### config.mk
export PLATFORM = sky130hd
export DESIGN_NAME = gamepad_onscreen_keyboard_top
export DESIGN_NICKNAME = d
export VERILOG_FILES = /design/src/gok_pkg.sv /design/src/gok_cfg.sv /design/src/gok_step.sv /design/src/gamepad_onscreen_keyboard_top.sv
export SDC_FILE = /design/constraint.sdc
export NUM_CORES = 1
export LEC_CHECK = 0
export BUFFER_PORTS_ARGS = -buffer_cell sky130_fd_sc_hd__buf_4
export CELL_PAD_IN_SITES_DETAIL_PLACEMENT = 0
export CELL_PAD_IN_SITES_GLOBAL_PLACEMENT = 1
export CORE_ASPECT_RATIO = 0.9
export CORE_MARGIN = 8
export CORE_UTILIZATION = 37
export CTS_CLUSTER_DIAMETER = 50
export DETAILED_ROUTE_END_ITERATION = 8
export GPL_TIMING_DRIVEN = 0
export PLACE_DENSITY = 0.8
export SLEW_MARGIN = 10
export SYNTH_ARGS = -nofsm -noshare
export SYNTH_HDL_FRONTEND = slang
export SYNTH_SLANG_ARGS = --single-unit
### constraint.sdc
create_clock -name i_clk -period 3.6 [get_ports i_clk]
set_clock_uncertainty 0.05 [all_clocks]
set_input_delay 0.36 -clock i_clk [delete_from_list [all_inputs] [get_ports i_clk]]
set_output_delay 0.36 -clock i_clk [all_outputs]
set_load 0.01 [all_outputs]
### src/gok_pkg.sv
package gok_pkg;

    localparam int GRID_COLUMNS = 13;
    localparam int GRID_ROWS    = 4;

    localparam int COL_W = 4;
    localparam int ROW_W = 2;
    localparam int BTN_W = 10;
    localparam int CNT_W = 8;
    localparam int REG_W = 8;

    localparam logic [COL_W-1:0] COL_LAST = COL_W'(GRID_COLUMNS - 1);
    localparam logic [ROW_W-1:0] ROW_LAST = ROW_W'(GRID_ROWS - 1);
    localparam logic [CNT_W-1:0] CNT_MAX  = '1;

    localparam logic [REG_W-1:0] DELAY_RST = 8'd14;
    localparam logic [REG_W-1:0] RATE_RST  = 8'd4;

    localparam logic REG_DELAY = 1'b0;
    localparam logic REG_RATE  = 1'b1;

    localparam int BTN_UP     = 0;
    localparam int BTN_DOWN   = 1;
    localparam int BTN_LEFT   = 2;
    localparam int BTN_RIGHT  = 3;
    localparam int BTN_A      = 4;
    localparam int BTN_B      = 5;
    localparam int BTN_X      = 6;
    localparam int BTN_Y      = 7;
    localparam int BTN_START  = 8;
    localparam int BTN_SELECT = 9;

    localparam logic [6:0] KEY_BACKSPACE = 7'h08;
    localparam logic [6:0] KEY_SPACE     = 7'h20;
    localparam logic [6:0] KEY_NEWLINE   = 7'h0A;
    localparam logic [6:0] KEY_EOT       = 7'h04;

    localparam logic [127:0] CHAR_ROM [2][4] = '{
        '{
            "abcdefghijklm   ",
            "nopqrstuvwxyz   ",
            "0123456789._,   ",
            "()[]{}\"':=+-/   "
        },
        '{
            "ABCDEFGHIJKLM   ",
            "NOPQRSTUVWXYZ   ",
            "!@#$%^&*~`|\\;   ",
            "<>?             "
        }
    };

    typedef struct packed {
        logic btn_up;
        logic btn_down;
        logic btn_left;
        logic btn_right;
        logic btn_a;
        logic btn_b;
        logic btn_x;
        logic btn_y;
        logic btn_start;
        logic btn_select;
    } t_gok_in;

    typedef struct packed {
        logic             key_valid;
        logic [6:0]       key_code;
        logic             redraw;
        logic [COL_W-1:0] cursor_col;
        logic [ROW_W-1:0] cursor_row;
        logic             page_sel;
    } t_gok_out;

    typedef struct packed {
        logic [BTN_W-1:0] prev_buttons;
        logic [CNT_W-1:0] hold_count;
        logic [COL_W-1:0] col_pos;
        logic [ROW_W-1:0] row_pos;
        logic             page_bit;
    } t_gok_state;

    typedef struct packed {
        logic [REG_W-1:0] rpt_wait;
        logic [REG_W-1:0] rpt_step;
    } t_gok_cfg;

    function automatic logic [6:0] gok_char(
        input logic             page,
        input logic [ROW_W-1:0] row,
        input logic [COL_W-1:0] col
    );
        logic [127:0] line;
        logic [3:0]   idx;
        line = CHAR_ROM[page][row];
        idx  = 4'd15 - col;
        return line[{idx, 3'b000} +: 7];
    endfunction

endpackage

### src/gok_cfg.sv
module gok_cfg (
    input  logic                i_clk,
    input  logic                i_rst_n,
    input  logic                psel,
    input  logic                penable,
    input  logic                pwrite,
    input  logic [2:0]          paddr,
    input  logic [31:0]         pwdata,
    output logic [31:0]         prdata,
    output logic                pready,
    output gok_pkg::t_gok_cfg   o_cfg
);

    logic [gok_pkg::REG_W-1:0] r_delay;
    logic [gok_pkg::REG_W-1:0] r_rate;
    logic                      wr_en;

    assign pready = 1'b1;
    assign wr_en  = psel && penable && pwrite;

    always_ff @(posedge i_clk) begin
        if (!i_rst_n) begin
            r_delay <= gok_pkg::DELAY_RST;
            r_rate  <= gok_pkg::RATE_RST;
        end else if (wr_en) begin
            unique case (paddr[2])
                gok_pkg::REG_DELAY: r_delay <= pwdata[gok_pkg::REG_W-1:0];
                gok_pkg::REG_RATE:  r_rate  <= pwdata[gok_pkg::REG_W-1:0];
                default: ;
            endcase
        end
    end

    always_comb begin
        unique case (paddr[2])
            gok_pkg::REG_DELAY: prdata = {{(32-gok_pkg::REG_W){1'b0}}, r_delay};
            gok_pkg::REG_RATE:  prdata = {{(32-gok_pkg::REG_W){1'b0}}, r_rate};
            default:            prdata = '0;
        endcase
    end

    assign o_cfg.rpt_wait = r_delay;
    assign o_cfg.rpt_step = r_rate;

endmodule

### src/gok_step.sv
module gok_step (
    input  gok_pkg::t_gok_in    i_btn,
    input  gok_pkg::t_gok_state i_state,
    input  gok_pkg::t_gok_cfg   i_cfg,
    output gok_pkg::t_gok_state o_state,
    output gok_pkg::t_gok_out   o_result
);

    logic [gok_pkg::BTN_W-1:0] pad;
    logic [gok_pkg::BTN_W-1:0] edges;
    logic [3:0]                dir;
    logic [3:0]                move;
    logic                      same_dir;
    logic [gok_pkg::CNT_W-1:0] hc_inc;
    logic [gok_pkg::CNT_W-1:0] hc_next;
    logic [gok_pkg::COL_W-1:0] col_l;
    logic [gok_pkg::COL_W-1:0] col_r;
    logic [gok_pkg::ROW_W-1:0] row_u;
    logic [gok_pkg::ROW_W-1:0] row_d;
    logic                      page_next;
    logic                      key_valid;
    logic [6:0]                key_code;
    logic                      redraw;

    assign pad = {i_btn.btn_select, i_btn.btn_start, i_btn.btn_y, i_btn.btn_x,
                  i_btn.btn_b, i_btn.btn_a, i_btn.btn_right, i_btn.btn_left,
                  i_btn.btn_down, i_btn.btn_up};
    assign edges    = pad & ~i_state.prev_buttons;
    assign dir      = pad[3:0];
    assign same_dir = (dir != 4'd0) && (dir == i_state.prev_buttons[3:0]);
    assign hc_inc   = (i_state.hold_count == gok_pkg::CNT_MAX) ? gok_pkg::CNT_MAX
                                                              : i_state.hold_count + 1'b1;

    // autorepeat counter; moves on new presses and on repeat
    always_comb begin
        move    = edges[3:0];
        hc_next = '0;
        if (same_dir) begin
            hc_next = hc_inc;
            if (hc_inc >= i_cfg.rpt_wait) begin
                hc_next = (hc_inc > i_cfg.rpt_step) ? hc_inc - i_cfg.rpt_step : '0;
                move    = dir;
            end
        end
    end

    // left then right, up then down
    always_comb begin
        col_l = i_state.col_pos;
        if (move[gok_pkg::BTN_LEFT]) begin
            col_l = (i_state.col_pos == '0) ? gok_pkg::COL_LAST : i_state.col_pos - 1'b1;
        end
        col_r = col_l;
        if (move[gok_pkg::BTN_RIGHT]) begin
            col_r = (col_l >= gok_pkg::COL_LAST) ? '0 : col_l + 1'b1;
        end
        row_u = i_state.row_pos;
        if (move[gok_pkg::BTN_UP]) begin
            row_u = (i_state.row_pos == '0) ? gok_pkg::ROW_LAST : i_state.row_pos - 1'b1;
        end
        row_d = row_u;
        if (move[gok_pkg::BTN_DOWN]) begin
            row_d = (row_u >= gok_pkg::ROW_LAST) ? '0 : row_u + 1'b1;
        end
    end

    always_comb begin
        key_valid = 1'b0;
        key_code  = '0;
        redraw    = 1'b0;
        page_next = i_state.page_bit;
        if (move != 4'd0) begin
            redraw = 1'b1;
        end else if (edges[gok_pkg::BTN_Y]) begin
            page_next = ~i_state.page_bit;
            redraw    = 1'b1;
        end else if (edges[gok_pkg::BTN_A]) begin
            key_valid = 1'b1;
            key_code  = gok_pkg::gok_char(i_state.page_bit, i_state.row_pos, i_state.col_pos);
        end else if (edges[gok_pkg::BTN_B]) begin
            key_valid = 1'b1;
            key_code  = gok_pkg::KEY_BACKSPACE;
        end else if (edges[gok_pkg::BTN_X]) begin
            key_valid = 1'b1;
            key_code  = gok_pkg::KEY_SPACE;
        end else if (edges[gok_pkg::BTN_START]) begin
            key_valid = 1'b1;
            key_code  = gok_pkg::KEY_NEWLINE;
        end else if (edges[gok_pkg::BTN_SELECT]) begin
            key_valid = 1'b1;
            key_code  = gok_pkg::KEY_EOT;
        end
    end

    assign o_state.prev_buttons = pad;
    assign o_state.hold_count   = hc_next;
    assign o_state.col_pos      = col_r;
    assign o_state.row_pos      = row_d;
    assign o_state.page_bit     = page_next;

    assign o_result.key_valid  = key_valid;
    assign o_result.key_code   = key_code;
    assign o_result.redraw     = redraw;
    assign o_result.cursor_col = col_r;
    assign o_result.cursor_row = row_d;
    assign o_result.page_sel   = page_next;

endmodule

### src/gamepad_onscreen_keyboard_top.sv
// An accepted item goes through the input register, then the result register, which
// drives o_out_valid; both registers hold while the output is stalled.
// Throughput: one item per cycle unless the output stalls; the cursor/repeat update
// is a single pass of logic between the input register and the result register.
// Reset (synchronous, active low): pipeline empty, cursor, page, repeat count
// and previous sample cleared; repeat wait 14 frames, repeat step 4 frames.
module gamepad_onscreen_keyboard_top (
    input  logic                i_clk,
    input  logic                i_rst_n,
    input  logic                i_in_valid,
    output logic                o_in_ready,
    input  gok_pkg::t_gok_in    i_in_data,
    output logic                o_out_valid,
    input  logic                i_out_ready,
    output gok_pkg::t_gok_out   o_out_data,
    input  logic                psel,
    input  logic                penable,
    input  logic                pwrite,
    input  logic [2:0]          paddr,
    input  logic [31:0]         pwdata,
    output logic [31:0]         prdata,
    output logic                pready
);

    logic                r_in_valid;
    gok_pkg::t_gok_in    r_in;
    logic                r_out_valid;
    gok_pkg::t_gok_out   r_out;
    gok_pkg::t_gok_state r_state;
    gok_pkg::t_gok_state n_state;
    gok_pkg::t_gok_out   n_out;
    gok_pkg::t_gok_cfg   cfg;
    logic                out_adv;

    gok_cfg u_cfg (
        .i_clk   (i_clk),
        .i_rst_n (i_rst_n),
        .psel    (psel),
        .penable (penable),
        .pwrite  (pwrite),
        .paddr   (paddr),
        .pwdata  (pwdata),
        .prdata  (prdata),
        .pready  (pready),
        .o_cfg   (cfg)
    );

    gok_step u_step (
        .i_btn    (r_in),
        .i_state  (r_state),
        .i_cfg    (cfg),
        .o_state  (n_state),
        .o_result (n_out)
    );

    assign out_adv    = !r_out_valid || i_out_ready;
    assign o_in_ready = !r_in_valid || out_adv;

    always_ff @(posedge i_clk) begin
        if (!i_rst_n) begin
            r_in_valid  <= 1'b0;
            r_out_valid <= 1'b0;
            r_state     <= '0;
        end else begin
            if (o_in_ready) begin
                r_in_valid <= i_in_valid;
            end
            if (out_adv) begin
                r_out_valid <= r_in_valid;
            end
            if (out_adv && r_in_valid) begin
                r_state <= n_state;
            end
        end
    end

    always_ff @(posedge i_clk) begin
        if (o_in_ready && i_in_valid) begin
            r_in <= i_in_data;
        end
        if (out_adv && r_in_valid) begin
            r_out <= n_out;
        end
    end

    assign o_out_valid = r_out_valid;
    assign o_out_data  = r_out;

    a_col_range: assert property (@(posedge i_clk) disable iff (!i_rst_n)
        o_out_valid |-> (o_out_data.cursor_col <= gok_pkg::COL_LAST))
        else $error("cursor column out of range");

    a_code_zero: assert property (@(posedge i_clk) disable iff (!i_rst_n)
        (o_out_valid && !o_out_data.key_valid) |-> (o_out_data.key_code == 7'd0))
        else $error("key code without key valid");

    a_key_or_redraw: assert property (@(posedge i_clk) disable iff (!i_rst_n)
        o_out_valid |-> !(o_out_data.key_valid && o_out_data.redraw))
        else $error("key and redraw in the same item");

    a_state_hold: assert property (@(posedge i_clk) disable iff (!i_rst_n)
        !r_in_valid |=> $stable(r_state))
        else $error("state changed without an item");

endmodule

; Word level (Yosys, flattened, before mapping)
; Cells that the tools add are included.
[op_classes]
shift = 1
muxes = 34
eq_ne = 2
n_bitwise = 6
addsub = 7
reduce_logical = 16
n_lt_le_gt_ge = 6
[op_table]
columns = cell, count
row1 = two-way mux 512 bit, 2
row2 = two-way mux 510 bit, 1
row3 = binary-select mux 128 bit (select 2 bit), 1
row4 = two-way mux 128 bit, 2
row5 = variable part select 128 x 8 -> 7 bit, 1
row6 = case mux 32 bit (2 select lines), 1
row7 = two-way mux 8 bit, 4
row8 = two-way mux 7 bit, 4
row9 = two-way mux 4 bit, 6
row10 = AND 10 bit, 1
row11 = NOT 10 bit, 1
row12 = "adder 8 x 1 -> 8 bit, second input constant", 1
row13 = "equality test 8 bit, second input constant", 1
row14 = greater-or-equal comparator 8 bit, 1
row15 = greater-than comparator 8 bit, 1
row16 = two-way mux 1 bit, 8
row17 = two-way mux 2 bit, 4
row18 = nonzero test 4 bit, 2
row19 = subtractor 8 bit, 1
row20 = logical AND 1 bit, 5
row21 = "adder 4 x 1 -> 4 bit, second input constant", 1
row22 = equality test 4 bit, 1
row23 = "greater-or-equal comparator 2 bit, second input constant", 2
row24 = "greater-or-equal comparator 4 bit, second input constant", 1
row25 = 15 further kinds, 19
[word_totals]
elab_cells = 97
output_inout_bits = 51
regBits = 69

; Depth between registers and ports, before layout
[logic_depth]
depth_word = 9
mapped_depth = 19
depth_no_buf = 18

; By module
; From an unflattened synthesis, not the netlist that was laid out.
[hier_totals]
cells_unflattened = 615
hier_area_um2 = 5263.8
[by_module_without_submodules]
columns = module, seq_area_each_um2, area_each_um2, instances, cells_per_inst
row1 = gok_step, 0.0, 2421.1, 1, 369
row2 = gamepad_onscreen_keyboard_top, 1321.3, 1869.3, 1, 144
row3 = gok_cfg, 320.3, 973.4, 1, 102

; Worst setup path after synthesis
; No wires, ideal clock.
[synth_path]
kind = register to register
from = reg r_state[9] (netlist bit)
to = reg r_out (netlist bit o_out_data[5]), data pin
t_arrival_ns = 3.485
required_time_ns = 3.289
path_stages_with_launch = 19
period_less_slack_ns = 3.796
setup_time_ns = 0.261
slack_ns = -0.196
cell_sequence = dfxtp_1 > and3_1 > and3_1 > nand3_1 > nand2_1 > inv_1 > ha_1 > nand2b_4 > a2111oi_4 > o311a_2 > o21ai_1 > and2_1 > buf_2 > o31ai_1 > ha_1 > nor2_1 > o211a_1 > a31oi_1 > nand2_1
[synth_lines]
columns = element, line
row1 = start: declaration, gamepad_onscreen_keyboard_top.sv:29  ; gok_pkg::t_gok_state r_state;
row2 = start signal: assignment, gamepad_onscreen_keyboard_top.sv:72  ; r_state <= n_state;
row3 = end signal: assignment, gamepad_onscreen_keyboard_top.sv:82  ; r_out <= n_out;
row4 = end: declaration, gamepad_onscreen_keyboard_top.sv:28  ; gok_pkg::t_gok_out r_out;

==> reports/results.txt <==
top post-synthesis cells by count - nand2_1, a21oi_1, nor2_1, dfxtp_1, inv_1
failing checks - setup timing
vias per std cell - 5.38
cell count after synthesis - 613
CP required - 3.63 ns
max cap viols - 0
HPWL after DPL - 10.9 mm
GRT overflow - 0
leakage - 2.63 nW
Antenna Cells - 0
Mapped Area - 5040 µm²
pre-CTS WS - -0.400 ns
Routed Antenna Nets - 0
Slew Limit Fails - 0
Placer Congestion - 0.904
number of synthesized flops with an enable pin - 26
worst reg2reg path depth - 19
# H-tree levels - 3
Yosys top cell area share - 17.1%
TritonCTS clock tree - yes
post-synthesis sequential area ratio - 32.6%
Worst Hold Depth - 1
Critical Path AT - 3.69 ns
1st-pass router iterations - 5
top-count cell post-synth - nand2_1
clock sink total - 69
PD cells - 345 nW/µm²
DP Area - 5740 µm²
RR Startpoint - r_state[9]
post-synthesis async set-or-reset flop share - 0%
syn_area_per_cell - 8.22 µm²
vias in the first global route - 4672
port bufs - 50
fmax - 0.273 GHz
crit path max fanout - 6
Final #Nets - 810
initial antenna violation count - 0
cell taking the most area after synthesis - dfxtp_1
worst setup margin - -0.0608 ns
DR vias - 4804
Die Width - 139 µm
Netlist cell types - 71
Fill cells - 1290
fin area - 6420 µm²
global-route total usage across every layer - 16.6%
io pins - 103
post-route minimum period - 3.66 ns
Tcrit/Tclk final - 102%
Layout area overhead - 27.5%
Max IR drop VDD - 0.241 mV
CP Class - flip-flop to flip-flop
worst hold margin - 0.147 ns
Max Root-Sink Buffers - 2
fraction of layout cells with a size suffix above 1 - 23.7%
Crit. End Element - flip-flop
Synth Flop Type - dfxtp_1
CTS buffer count - 9
Sum Neg Setup Slack - -0.199 ns
met2 WL post-DR - 7.45 mm
#FFs+latches synth - 69
Slew headroom - 51.0%
status - finished, violations left
Initial DRC Count - 484
DR DRC count - 0
highest metal used - met4
Worst-Margin Slew - 0.726 ns
Cells after DPL - 854
starting density of the core - 37.8%
Met3 Routed Length - 950 µm
Hold Crit Start - i_in_data[0]
largest net degree at the start of global routing - 26
drt total wl - 15.1 mm
final-report hold violation count - 0
core footprint - 13300 µm²
crit start category - flip-flop
CTS root buf - clkbuf_16
Die Area - 17600 µm²
met1 wire length - 6.52 mm
top post-synthesis cells by area - dfxtp_1, edfxtp_1, ha_1
first-pass GRT wire length - 23.8 mm
DIE HEIGHT - 127 µm
RSZ-0062 raised after global routing - true
Reg clk slew, reported paths - 0.06 ns
R2R setup slack - -0.06 ns
hold path endpoint - r_in[0]
Worst Hold Class - input port to flip-flop
Critical R2R Capture - o_out_data[5]
clock latency on the worst-skew pair - 0.34 ns
Std-Cell Rows - 40
synthesis warning total - 0
Post-Layout Cell Count - 893
final setup fails - 4
WL/cell - 16.9 µm
[area by class of cell]
class,count,area [µm²],share of cell area (%)
multi-input combinational,468,3200,49.8
timing repair buffer,75,574,8.94
inverter,41,156,2.43
buffer,56,349,5.43
clock buffer,11,243,3.78
tap,168,210,3.27
sequential,69,1660,25.8
clock inverter,5,36.3,0.565
[layer usage]
layer  track usage (%)  vias up
li1                  -     2354
met1              19.8     2271
met2              29.2      163
met3              4.27       16
met4              4.26        0
met5                 0        -
[registers in the layout (all words and copies together) (netlist names)]
| name | count |
|---|---|
| r_state | 25 |
| o_out_data | 16 |
| r_in | 10 |
| u_cfg.r_delay | 8 |
| u_cfg.r_rate | 8 |
| o_out_valid | 1 |
| r_in_valid | 1 |
[worst max-delay path, cell delays in order (launching register included)]
cell       delay (ns)
dfxtp_4          0.34
and3_4           0.18
and3_4           0.23
nand3_4          0.14
nand2_4          0.12
inv_4            0.04
ha_4             0.20
nand2b_4         0.14
a2111oi_4        0.32
buf_4            0.17
o311a_4          0.24
o21ai_4          0.06
and2_4           0.21
mux2i_2          0.15
inv_1            0.13
ha_4             0.16
nor2_2           0.03
o211a_1          0.22
a31oi_1          0.19
nand2_1          0.08
[per-stage QoR]
stage | utilization (%) | power [mW]
floorplan | - | 1.21
global placement | 43.1 | 1.36
detailed placement | 43.1 | 1.36
CTS | 46.8 | 2.21
global route | 48.3 | 2.30
finish | 48.3 | 2.21
[repair_timing]
item | 4_1_cts | 5_1_grt
pin swaps | 15 | 19
resized for setup | 24 | 26
setup endpoints to repair | 25 | 16
buffers inserted | 15 | 12
hold buffers | 0 | 0
[report_power, final]
group	leakage (nW)	internal (mW)	total (mW)	switching, mW
registers	0.602	0.847	0.869	0.0224
clock network	0.128	0.486	0.834	0.348
logic	1.90	0.206	0.512	0.305
[how the worst max path moves through the flow]
stage	from	end	slack, ns
after floorplan	r_state[10]	o_out_data[5]	0.01
after global routing	r_state[9]	o_out_data[5]	-0.22
final	r_state[9]	o_out_data[5]	-0.06
after CTS	r_state[9]	o_out_data[5]	-0.11
after detailed placement	r_state[7]	o_out_data[5]	-0.40
after global placement	r_state[7]	o_out_data[5]	-0.33
[kinds of logic after synthesis]
group | after synthesis | synth area share [%]
buffers and inverters | 99 | 10.3
multiplexers | 18 | 3.78
AND/OR/NAND/NOR | 210 | 19.3
other | 2 | 0.149
flip-flops | 69 | 32.6
XOR/XNOR | 16 | 2.78
AO/OA/AOI/OAI | 161 | 21.6
adder cells (fa/ha/maj) | 38 | 9.59
[cells in the final DEF (no fill, tap or decap), drive strengths merged, types with 11 or more instances in the layout]
master,netlist,layout
a21oi,53,53
buf,33,106
clkbuf,25,36
conb,2,25
dfxtp,43,43
edfxtp,26,26
ha,37,37
inv,39,40
mux2i,13,13
nand2,91,91
nand2b,11,11
nand3,20,20
nor2,46,46
nor3,11,11
o211ai,11,11
o21ai,32,32
xnor2,11,11
Power figures use the tool's default switching activity.
